===== src/hdl/tksi_pkg.sv =====
// Shared constants, command codes and result type for the top-K insertion list.
package tksi_pkg;

  localparam int LIST_DEPTH = 32;
  localparam int IDX_W      = $clog2(LIST_DEPTH);
  localparam int CNT_W      = $clog2(LIST_DEPTH + 1);

  localparam int KEY_W      = 32;
  localparam int TAG_W      = 16;
  localparam int RIDX_W     = 5;
  localparam int PLACE_W    = 5;
  localparam int FILL_W     = 6;
  localparam int ENT_W      = KEY_W + TAG_W;

  localparam int IN_DATA_W  = 56;
  localparam int OUT_DATA_W = 64;

  localparam logic CMD_INSERT = 1'b0;
  localparam logic CMD_READ   = 1'b1;

  typedef struct packed {
    logic               accepted;
    logic [PLACE_W-1:0] place;
    logic               entry_valid;
    logic [KEY_W-1:0]   entry_key;
    logic [TAG_W-1:0]   entry_tag;
    logic [FILL_W-1:0]  fill_count;
  } res_t;

endpackage


===== src/hdl/tksi_ram.sv =====
// Generic single-write, single-read RAM with registered read data.
module tksi_ram #(
  parameter int WIDTH = 8,
  parameter int DEPTH = 32
) (
  input  logic                     clk,
  input  logic                     we,
  input  logic [$clog2(DEPTH)-1:0] waddr,
  input  logic [WIDTH-1:0]         wdata,
  input  logic                     re,
  input  logic [$clog2(DEPTH)-1:0] raddr,
  output logic [WIDTH-1:0]         rdata
);

  logic [WIDTH-1:0] mem_r [DEPTH];
  logic [WIDTH-1:0] rdata_r;

  always_ff @(posedge clk) begin
    if (we) begin
      mem_r[waddr] <= wdata;
    end
    if (re) begin
      rdata_r <= mem_r[raddr];
    end
  end

  assign rdata = rdata_r;

endmodule


===== src/hdl/tksi_cmp.sv =====
// Shared key comparator: does the candidate beat or tie the held key.
module tksi_cmp
  import tksi_pkg::*;
(
  input  logic             keep_largest,
  input  logic [KEY_W-1:0] cand_key,
  input  logic [KEY_W-1:0] held_key,
  output logic             beats
);

  always_comb begin
    if (keep_largest) begin
      beats = (cand_key >= held_key);
    end else begin
      beats = (cand_key <= held_key);
    end
  end

endmodule


===== src/hdl/tksi_seq.sv =====
// Sequencer: scans, shifts and writes the list RAM one entry at a time, and serves reads.
module tksi_seq
  import tksi_pkg::*;
(
  input  logic              clk,
  input  logic              rst_n,
  input  logic              in_valid,
  output logic              in_ready,
  input  logic              in_cmd,
  input  logic [KEY_W-1:0]  in_key,
  input  logic [TAG_W-1:0]  in_tag,
  input  logic [RIDX_W-1:0] in_ridx,
  output logic              ram_we,
  output logic [IDX_W-1:0]  ram_waddr,
  output logic [ENT_W-1:0]  ram_wdata,
  output logic              ram_re,
  output logic [IDX_W-1:0]  ram_raddr,
  input  logic [ENT_W-1:0]  ram_rdata,
  output logic [KEY_W-1:0]  cand_key,
  input  logic              beats,
  output logic              res_valid,
  input  logic              res_ready,
  output res_t              res
);

  localparam logic [3:0] S_IDLE     = 4'd0;
  localparam logic [3:0] S_READ_RD  = 4'd1;
  localparam logic [3:0] S_SCAN_RD  = 4'd2;
  localparam logic [3:0] S_SCAN_CMP = 4'd3;
  localparam logic [3:0] S_SHIFT_RD = 4'd4;
  localparam logic [3:0] S_SHIFT_WR = 4'd5;
  localparam logic [3:0] S_PLACE    = 4'd6;
  localparam logic [3:0] S_DONE     = 4'd7;

  localparam logic [CNT_W-1:0] DEPTH_C = CNT_W'(LIST_DEPTH);
  localparam logic [CNT_W-1:0] LAST_C  = CNT_W'(LIST_DEPTH - 1);

  logic [3:0]        state_r, state_nxt;
  logic [CNT_W-1:0]  idx_r, idx_nxt;
  logic [CNT_W-1:0]  pos_r, pos_nxt;
  logic [CNT_W-1:0]  count_r, count_nxt;
  logic              cmd_r, cmd_nxt;
  logic [KEY_W-1:0]  key_r, key_nxt;
  logic [TAG_W-1:0]  tag_r, tag_nxt;
  logic [RIDX_W-1:0] ridx_r, ridx_nxt;
  logic              acc_r, acc_nxt;
  logic              rvalid_r, rvalid_nxt;
  logic [CNT_W-1:0]  last_idx;

  // Highest slot touched by a shift: the free slot, or the tail when full.
  assign last_idx = (count_r < DEPTH_C) ? count_r : LAST_C;

  always_comb begin
    logic [CNT_W-1:0] p;
    p          = '0;
    state_nxt  = state_r;
    idx_nxt    = idx_r;
    pos_nxt    = pos_r;
    count_nxt  = count_r;
    cmd_nxt    = cmd_r;
    key_nxt    = key_r;
    tag_nxt    = tag_r;
    ridx_nxt   = ridx_r;
    acc_nxt    = acc_r;
    rvalid_nxt = rvalid_r;
    ram_we     = 1'b0;
    ram_waddr  = '0;
    ram_wdata  = {tag_r, key_r};
    ram_re     = 1'b0;
    ram_raddr  = '0;
    res_valid  = 1'b0;

    unique case (state_r)
      S_IDLE: begin
        if (in_valid) begin
          cmd_nxt    = in_cmd;
          key_nxt    = in_key;
          tag_nxt    = in_tag;
          ridx_nxt   = in_ridx;
          acc_nxt    = 1'b0;
          rvalid_nxt = 1'b0;
          pos_nxt    = '0;
          idx_nxt    = '0;
          if (in_cmd == CMD_READ) begin
            if (32'(in_ridx) < 32'(count_r)) begin
              rvalid_nxt = 1'b1;
              state_nxt  = S_READ_RD;
            end else begin
              state_nxt = S_DONE;
            end
          end else if (count_r == '0) begin
            state_nxt = S_PLACE;
          end else begin
            state_nxt = S_SCAN_RD;
          end
        end
      end
      S_READ_RD: begin
        ram_re    = 1'b1;
        ram_raddr = IDX_W'(ridx_r);
        state_nxt = S_DONE;
      end
      S_SCAN_RD: begin
        ram_re    = 1'b1;
        ram_raddr = idx_r[IDX_W-1:0];
        state_nxt = S_SCAN_CMP;
      end
      S_SCAN_CMP: begin
        if (beats || (idx_r == count_r - 1'b1)) begin
          p = beats ? idx_r : count_r;
          if (!beats && (count_r == DEPTH_C)) begin
            // full and beats nothing: drop
            state_nxt = S_DONE;
          end else begin
            pos_nxt   = p;
            idx_nxt   = last_idx;
            state_nxt = (last_idx > p) ? S_SHIFT_RD : S_PLACE;
          end
        end else begin
          idx_nxt   = idx_r + 1'b1;
          state_nxt = S_SCAN_RD;
        end
      end
      S_SHIFT_RD: begin
        ram_re    = 1'b1;
        ram_raddr = IDX_W'(idx_r - 1'b1);
        state_nxt = S_SHIFT_WR;
      end
      S_SHIFT_WR: begin
        ram_we    = 1'b1;
        ram_waddr = idx_r[IDX_W-1:0];
        ram_wdata = ram_rdata;
        idx_nxt   = idx_r - 1'b1;
        state_nxt = ((idx_r - 1'b1) > pos_r) ? S_SHIFT_RD : S_PLACE;
      end
      S_PLACE: begin
        ram_we    = 1'b1;
        ram_waddr = pos_r[IDX_W-1:0];
        if (count_r < DEPTH_C) begin
          count_nxt = count_r + 1'b1;
        end
        acc_nxt   = 1'b1;
        state_nxt = S_DONE;
      end
      S_DONE: begin
        res_valid = 1'b1;
        if (res_ready) begin
          state_nxt = S_IDLE;
        end
      end
      default: begin
        state_nxt = S_IDLE;
      end
    endcase
  end

  always_ff @(posedge clk) begin
    if (!rst_n) begin
      state_r <= S_IDLE;
      count_r <= '0;
    end else begin
      state_r <= state_nxt;
      count_r <= count_nxt;
    end
  end

  always_ff @(posedge clk) begin
    idx_r    <= idx_nxt;
    pos_r    <= pos_nxt;
    cmd_r    <= cmd_nxt;
    key_r    <= key_nxt;
    tag_r    <= tag_nxt;
    ridx_r   <= ridx_nxt;
    acc_r    <= acc_nxt;
    rvalid_r <= rvalid_nxt;
  end

  assign in_ready = (state_r == S_IDLE);
  assign cand_key = key_r;

  // Read data stays put after the read issue until the next transfer in.
  always_comb begin
    res.accepted    = acc_r;
    res.place       = (cmd_r == CMD_READ) ? ridx_r : PLACE_W'(pos_r);
    res.entry_valid = rvalid_r;
    res.entry_key   = rvalid_r ? ram_rdata[KEY_W-1:0] : '0;
    res.entry_tag   = rvalid_r ? ram_rdata[ENT_W-1:KEY_W] : '0;
    res.fill_count  = FILL_W'(count_r);
  end

endmodule


===== src/hdl/top_k_sorted_insert_two_way.sv =====
// Top level of the top-K sorted insertion list with stream ports.
//
// Holds up to 32 key/tag entries in one RAM, kept sorted ascending or
// descending per cfg_wr_data (1 = keep largest). Each transfer in yields one
// result. An insert compares the list from the head, one entry at a time,
// through a single comparator and the RAM's registered read port, then moves
// each displaced entry down one slot, again one entry at a time, and writes
// the new item. A read fetches the indexed entry unless the index lies
// beyond the fill. The result then waits in an output register; in_tready
// stays low from each transfer in until its result moves into that register.
module top_k_sorted_insert_two_way
  import tksi_pkg::*;
(
  input  logic                  clk,
  input  logic                  rst_n,
  input  logic                  cfg_wr_en,
  input  logic                  cfg_wr_data,   // keep_largest
  input  logic                  in_tvalid,
  output logic                  in_tready,
  // item_key[31:0], item_tag[47:32], read_index[52:48], zero [55:53]
  input  logic [IN_DATA_W-1:0]  in_tdata,
  // command
  input  logic                  in_tuser,
  output logic                  out_tvalid,
  input  logic                  out_tready,
  // accepted[0], place[5:1], entry_valid[6], entry_key[38:7],
  // entry_tag[54:39], fill_count[60:55], zero [63:61]
  output logic [OUT_DATA_W-1:0] out_tdata
);

  logic                  keep_largest_r;
  logic                  ram_we;
  logic [IDX_W-1:0]      ram_waddr;
  logic [ENT_W-1:0]      ram_wdata;
  logic                  ram_re;
  logic [IDX_W-1:0]      ram_raddr;
  logic [ENT_W-1:0]      ram_rdata;
  logic [KEY_W-1:0]      cand_key;
  logic                  beats;
  logic                  res_valid;
  logic                  res_ready;
  res_t                  res;
  logic                  out_tvalid_r;
  logic [OUT_DATA_W-1:0] out_tdata_r;

  always_ff @(posedge clk) begin
    if (!rst_n) begin
      keep_largest_r <= 1'b1;
    end else if (cfg_wr_en) begin
      keep_largest_r <= cfg_wr_data;
    end
  end

  tksi_ram #(
    .WIDTH (ENT_W),
    .DEPTH (LIST_DEPTH)
  ) u_ram (
    .clk   (clk),
    .we    (ram_we),
    .waddr (ram_waddr),
    .wdata (ram_wdata),
    .re    (ram_re),
    .raddr (ram_raddr),
    .rdata (ram_rdata)
  );

  tksi_cmp u_cmp (
    .keep_largest (keep_largest_r),
    .cand_key     (cand_key),
    .held_key     (ram_rdata[KEY_W-1:0]),
    .beats        (beats)
  );

  tksi_seq u_seq (
    .clk       (clk),
    .rst_n     (rst_n),
    .in_valid  (in_tvalid),
    .in_ready  (in_tready),
    .in_cmd    (in_tuser),
    .in_key    (in_tdata[31:0]),
    .in_tag    (in_tdata[47:32]),
    .in_ridx   (in_tdata[52:48]),
    .ram_we    (ram_we),
    .ram_waddr (ram_waddr),
    .ram_wdata (ram_wdata),
    .ram_re    (ram_re),
    .ram_raddr (ram_raddr),
    .ram_rdata (ram_rdata),
    .cand_key  (cand_key),
    .beats     (beats),
    .res_valid (res_valid),
    .res_ready (res_ready),
    .res       (res)
  );

  // Output register frees the sequencer once the result is captured.
  assign res_ready = !out_tvalid_r || out_tready;

  always_ff @(posedge clk) begin
    if (!rst_n) begin
      out_tvalid_r <= 1'b0;
    end else if (res_ready) begin
      out_tvalid_r <= res_valid;
    end
  end

  always_ff @(posedge clk) begin
    if (res_valid && res_ready) begin
      out_tdata_r <= {3'b000, res.fill_count, res.entry_tag, res.entry_key,
                      res.entry_valid, res.place, res.accepted};
    end
  end

  assign out_tvalid = out_tvalid_r;
  assign out_tdata  = out_tdata_r;

endmodule


===== config.mk =====
export PLATFORM = sky130hd
export DESIGN_NAME = top_k_sorted_insert_two_way
export DESIGN_NICKNAME = d
export VERILOG_FILES = /design/src/hdl/tksi_pkg.sv /design/src/hdl/tksi_ram.sv /design/src/hdl/tksi_cmp.sv /design/src/hdl/tksi_seq.sv /design/src/hdl/top_k_sorted_insert_two_way.sv
export SDC_FILE = /design/constraint.sdc
export NUM_CORES = 2
export LEC_CHECK = 0
export ABC_AREA = 1
export BUFFER_PORTS_ARGS = -buffer_cell sky130_fd_sc_hd__buf_2
export CAP_MARGIN = 0
export CORE_MARGIN = 2
export CORE_UTILIZATION = 50
export DETAILED_ROUTE_END_ITERATION = 10
export PLACE_DENSITY = 0.75
export SLEW_MARGIN = 30
export SYNTH_ARGS = -nofsm -noshare
export SYNTH_HDL_FRONTEND = slang
export SYNTH_HIERARCHICAL = 1
export SYNTH_SLANG_ARGS = --single-unit

===== constraint.sdc =====
create_clock -name clk -period 4.5 [get_ports clk]
set_input_delay 0.45 -clock clk [delete_from_list [all_inputs] [get_ports clk]]
set_output_delay 0.45 -clock clk [all_outputs]
set_load 0.02 [all_outputs]

* Word level (Yosys, flattened, before mapping)
Memories as Yosys holds them, arrays and structs flattened. A register that Yosys moved wholly into a read port is not among the register bits. Index checks and enable logic that the tools add are counted.
Operators by class: add/subtract/negate cells 4, $mul 0, div/mod/pow operators 0, magnitude comparators 6, equality and inequality tests 14, shifts and indexed selects 0, muxes and demuxes 32, bitwise logic cells 0, reductions and logical operators 20
Operator list (number):
- 48-bit two-way mux | 1
- 6-bit two-way mux | 7
- 32-bit >= comparator | 1
- 32-bit <= comparator | 1
- 4-bit case mux with 7 select lines | 1
- 4-bit two-way mux | 5
- 6-bit case mux with 3 select lines | 1
- 4-bit by 3-bit == test with 1-bit output (second input constant) | 4
- 5-bit case mux with 3 select lines | 1
- 6-bit by 1-bit adder with 6-bit output (second input constant) | 2
- 6-bit greater-than comparator | 2
- 6-bit case mux with 2 select lines | 1
- 6-bit by 1-bit subtractor with 6-bit output (second input constant) | 2
- 5-bit case mux with 2 select lines | 1
- 4-bit by 2-bit == test with 1-bit output (second input constant) | 2
- 1-bit two-way mux | 8
- 2-bit AND reduction | 4
- 6-bit == test | 1
- 6-bit == test (second input constant) | 1
- 6-bit logical NOT | 1
- 5-bit by 6-bit less-than comparator with 1-bit output | 1
- 6-bit less-than comparator (second input constant) | 1
- 3-bit two-way mux | 2
- 2-bit != test (second input constant) | 3
- other kinds (16) | 22
Word-level totals: register bits 141, bits in latches 0, bits in writable memories 1536, bits in read-only memories 0, output and inout bits 66, logic and storage cells 91, memories kept 1
Memory list:
- u_ram.mem_r | depth 32, width 48, read ports 1, clocked after Yosys merged registers in 1, write ports 1, RTL line tksi_ram.sv:15 | logic [WIDTH-1:0] mem_r [DEPTH];

* Longest topological paths before layout
depth in word-level cells 8, gate-level depth with buffers 30

* Hierarchy
The synthesis kept the hierarchy.
Modules (own cells, without submodules):
- tksi_ram | instances 1, cells an instance 5279, area an instance 63447.1 um^2
- tksi_seq | instances 1, cells an instance 628, area an instance 4788.3 um^2
- top_k_sorted_insert_two_way | instances 1, cells an instance 77, area an instance 1945.6 um^2
- tksi_cmp | instances 1, cells an instance 143, area an instance 883.3 um^2

* Worst setup path before layout
OpenSTA, ideal clock, no wires.
path kind reg2reg, start point register u_seq.state_r[0], end point register u_seq.idx_r[0], enable pin, arrival time 4022 ps, required time 4128 ps, setup slack 106 ps, cell stages (with the launch flop) 8, path buffers 0, period minus slack after synthesis 4394 ps, cell sequence dfxtp_1 > nor2_1 > inv_1 > nor2_1 > inv_1 > nor2_1 > nor2_1 > a22oi_1
Between the ends: word-level cells in the longest chain between the ends 3, elaborated cells on any way between the ends 7, classes of those cells eq/ne: 4; reduce/logical: 3
RTL lines:
- from (decl) | RTL line tksi_seq.sv:38 | logic [3:0] state_r, state_nxt;
- from (signal assigned) | RTL line tksi_seq.sv:162 | state_r <= state_nxt;
- 4-bit logical NOT (*)
- named net in_tready | RTL line top_k_sorted_insert_two_way.sv:19 | output logic in_tready,
- 2-bit != test (no source line) or 3-bit nonzero test (tied branches)
- 3-bit AND reduction (no source line) (*)
- to (signal assigned) | RTL line tksi_seq.sv:168 | idx_r <= idx_nxt;
- to (decl) | RTL line tksi_seq.sv:39 | logic [CNT_W-1:0] idx_r, idx_nxt;
Mark *: on every way through the listed nets, which the timed path passes. The rest lies on a longest branch. A chain may end at the register's enable or synchronous reset.

* Worst setup path after layout
start point register u_seq.state_r[2], end point register u_ram.rdata_r[20], in the netlist u_ram/rdata[20], read port of u_ram.mem_r (data pin)
Between the ends: elaborated cells on any way between the ends 6, classes of those cells eq/ne: 3; mux: 2; reduce/logical: 1
RTL lines:
- 4-bit by 3-bit == test with 1-bit output (tied with other cells) | RTL line tksi_seq.sv:73 | unique case (state_r)
- 5-bit case mux with 3 select lines (*) | RTL line tksi_seq.sv:73
- named net ram_raddr[0] | RTL line top_k_sorted_insert_two_way.sv:36 | logic [IDX_W-1:0] ram_raddr;
- to (decl) | RTL line tksi_ram.sv:16 | logic [WIDTH-1:0] rdata_r;
Marks and branches as above.

==> results list <==
* Clock tree from TritonCTS: built
- Of all flip-flops after synthesis, the portion carrying an async set or reset was 0.
- Nature of the critical path endpoint: flip-flop
* Post-Synthesis Mean Instance Area: 11.6 sq um
* Area fraction of the dominant cell type after synthesis: 0.724
- Summed over all layers, the global routing overflow is 0.
- Simple-Gate Fraction of Synth Area: 0.221
- Detailed placement HPWL: 93.4 mm
- Buffer count from post-CTS setup fixing: 0
- Area fraction in compound gates after synthesis: 0.00651
- Maximum number of pins on one net before global-route repair: between 200 and 250
- Die extent in x: approximately 380 um
- Total Negative Setup Slacks: 0 ns
- Prior to clock tree synthesis, the placed netlist has a worst setup slack of about 0.87 ns.
- Antenna violations before repair: 1
* Main combinational cell family by area after synthesis: simple AND/OR/NAND/NOR gates
- In the routed layout, each cell is associated on average with a via count of 5.86.
- The routed layout has about 48,000 vias.
- Psw: roughly 22 mW
- Per-cell routed wire length: around 23 um
* Number of distinct library cells after synthesis: 43
* Number of setup violations in the final report: 0
- Worst hold path type: in2reg
* Diodes inserted: 0
* Post-Synth XOR/XNOR Area: 0.00111
- In this run the count of I/O pins placed on the die edge is 129.
- Leaving out fill and tap cells, the most frequent cell in the layout is sky130_fd_sc_hd__nand2_1.
* Area of the core: roughly 0.14 sq mm
* Mux cell area share after synthesis: 0
- At the later pin of the worst-skew pair, clock insertion delay measures roughly 0.79 ns.
- At the worst endpoint, the required time is around 5 ns.
* Portion of total power attributed to combinational logic: 0.389
- After synthesis the cells add up to around 0.071 sq mm.
* Pint: between 30 and 40 mW
- Final hold viol count: 0
- Measured along the y axis, the die boundary spans around 380 um.
- Adder-cell share of the synthesized area: 0.00898
* Clk slew on worst S/H paths: roughly 0.070 ns
- Antenna-violating nets left: 0
- Crit Path Max Fanout: 148
- Number of warnings reported in the yosys synthesis log: 6
- Critical path launch point: u_seq/state_r[2]
- Fmax: 263 MHz
- Setup CP Type: reg2reg
- The share of total power dissipated in sequential elements is 0.367.
* Leakage power: between 20 and 30 nW
- Final layout net count: around 6,400
- Gate Count Post-Synth: just over 6,000
- Deepest level of the CTS H-tree: 4
- Most used DFF post-synth: sky130_fd_sc_hd__edfxtp_1
* Layout area overhead: 12.1%
- Result of the run: finished, final reports clean
- The congestion estimate from routability-driven global placement came to around 0.90.
- Gates resized during post-CTS repair numbered 0.
- Count of unresolved DRC violations after routing: 0
- Starting density of the core: 0.503
* Core Util, Final: 0.564
- The startpoint identified for the worst hold timing path is in_tvalid.
- Startpoint types: flip-flop
- IR analysis of the VDD net gives a maximum drop of between 0.7 and 0.8 mV.
* Cell at the root of the clock tree: sky130_fd_sc_hd__clkbuf_16
* Clock Skews: between 0.02 and 0.025 ns
- Global Route Usage Sum: 0.259
- The smallest clock period supported by the final layout is computed as about 3.8 ns.
* RSZ-0062 raised after global routing: false
- Of all cell types, the one taking the most synthesized area is sky130_fd_sc_hd__edfxtp_1.
- TritonCTS created about 160 clock buffers.
- Top cells by area in the synthesized netlist: sky130_fd_sc_hd__edfxtp_1 72%, sky130_fd_sc_hd__nand2_1 13%, sky130_fd_sc_hd__nand3_1 8.3%
* Ratio of cells with drive above 1 in the final layout: 0.0903
- Arrival @ worst endpoint: roughly 4.3 ns
- Of the total power, the share spent switching nets is 0.396.
- The total count of max-transition violations in the final report was 0.
* Buffers on Ports: ~120
* Number of clock sinks: about 1,700
- The die covers 0.145 sq mm.
- The first global-routing pass estimated between 200 and 300 mm of wire.
- After floorplanning, the core was divided into between 100 and 150 placement rows.
- Clock share of power: 0.244
- Commonest cells after routing, fill and taps aside: 2,427 x sky130_fd_sc_hd__nand2_1, 1,713 x sky130_fd_sc_hd__edfxtp_1, 1,184 x sky130_fd_sc_hd__nand3_1
- Power per Cell Area: 695 mW/mm^2
- Wire length after detailed routing: 191 mm
- DRT iter0 DRCs: between 6,000 and 7,000
- The number of global-route vias before repair was ~46,000.
- Number of enable flip-flop cells after synthesis: approximately 1,700
- Min setup slack post-route: 0.697 ns
* Number of synthesized register bits: ~1,700
* CTS Buffer Depth: 3
* Reported max-cap violation count: 0
* Worst slew margin: 0.283
- First-pass iteration count of the detailed router: 7
- Period utilisation layout: 0.845
- At the pin with the least slew margin, the transition time is about 1.1 ns.
- Reg2reg start: u_seq/state_r[2]
- Sequential fraction of the synthesis area: 0.727
==> cell usage after synthesis, types with 6 or more instances <==
cell / count
sky130_fd_sc_hd__nor2_1: 66
sky130_fd_sc_hd__ha_1: 51
sky130_fd_sc_hd__nand3_1: 1184
sky130_fd_sc_hd__nand2_1: 2464
sky130_fd_sc_hd__edfxtp_1: 1713
sky130_fd_sc_hd__buf_6: 27
sky130_fd_sc_hd__inv_2: 11
sky130_fd_sc_hd__buf_1: 24
sky130_fd_sc_hd__a21oi_1: 25
sky130_fd_sc_hd__inv_1: 147
sky130_fd_sc_hd__dfxtp_1: 11
sky130_fd_sc_hd__xor2_1: 8
sky130_fd_sc_hd__buf_2: 169
sky130_fd_sc_hd__o21ai_0: 24
sky130_fd_sc_hd__o211ai_1: 6
sky130_fd_sc_hd__buf_4: 45
sky130_fd_sc_hd__clkbuf_1: 89
==> worst paths after layout <==
kind,end,slack (ns),cells past startpoint
max,u_ram/rdata[20],0.70,15
min,u_seq/state_r[1],0.15,5
max reg2reg,u_ram/rdata[20],0.70,15
min reg2reg,out_tdata[0],0.44,0
==> layout make-up <==
cell class	count	area [sq um]
multi-input cells	3889	17200
clock buffers	191	4210
inverters	160	632
flip-flops and latches	1724	51700
fillers	11000	61600
repair buffers	304	2570
well taps	1890	2360
clock inverters	97	986
==> critical path: stages (launching register included) <==
cell                       delay, ns
sky130_fd_sc_hd__dfxtp_1        0.44
sky130_fd_sc_hd__clkinv_2       0.19
sky130_fd_sc_hd__nor2_1         0.36
sky130_fd_sc_hd__nand2_1        0.10
sky130_fd_sc_hd__o211ai_1       0.10
sky130_fd_sc_hd__buf_4          0.31
sky130_fd_sc_hd__clkinv_8       0.61
sky130_fd_sc_hd__buf_12         0.48
sky130_fd_sc_hd__nand2_1        0.11
sky130_fd_sc_hd__nand3_1        0.08
sky130_fd_sc_hd__nand3_1        0.12
sky130_fd_sc_hd__nand2_1        0.08
sky130_fd_sc_hd__nand2_1        0.07
sky130_fd_sc_hd__nand2_1        0.06
sky130_fd_sc_hd__nand2_1        0.06
sky130_fd_sc_hd__nand2_1        0.20
==> per-stage QoR <==
step / cells / power (mW) / hold slack (ns) / instance area, sq um
6_report: 8255 / 55.3 / 0.151 / 79600
2_1_floorplan: 6129 / 35.3 / 0.409 / 71100
3_3_place_gp: 7906 / 40.9 / 0.415 / 73700
3_5_place_dp: 7906 / 41.4 / 0.417 / 73700
5_1_grt: 8255 / 58.1 / 0.205 / 79600
4_1_cts: 8254 / 54.9 / 0.0936 / 79500
==> kinds of logic (layout without fill, tap and decap cells) <==
group	count (synthesis)	in the layout
flip-flops	1724	1724
XOR/XNOR	9	9
AND/OR/NAND/NOR	3747	3747
other	1	3
AO/OA/AOI/OAI	79	79
buffers and inverters	516	752
adder cells (fa/ha/maj)	51	51
==> power by group through the flow <==
stage	combinational, mW	sequential (mW)	clock, mW
detailed placement	20.7	20.7	0
floorplan	14.8	20.5	0
global route	23.6	20.4	14.2
finish	21.5	20.3	13.5
CTS	21.0	20.3	13.6
global placement	20.2	20.6	0
==> repair_timing <==
action / CTS / global route
hold endpoints to repair: 61 / 0
endpoints found under the setup margin: 0 / 0
hold buffers: 60 / 0
==> metal layers <==
metal,vias to the layer above,global-route usage,wire (um)
met4,0,0.114,8120
met2,3265,0.416,89800
met3,495,0.0447,23600
met5,-,0,0
met1,23200,0.348,69800
li1,21400,-,-
==> state kept, by name (all words and copies together) (netlist names), 3 cells and up <==
register	flops
u_ram/mem_r	1536
out_tdata	61
u_ram/rdata	48
u_seq/cand_key	32
u_seq/tag_r	16
u_seq/count_r	6
u_seq/idx_r	6
u_seq/pos_r	6
u_seq/ridx_r	5
u_seq/state_r	3
Power figures use the tool's default switching activity.
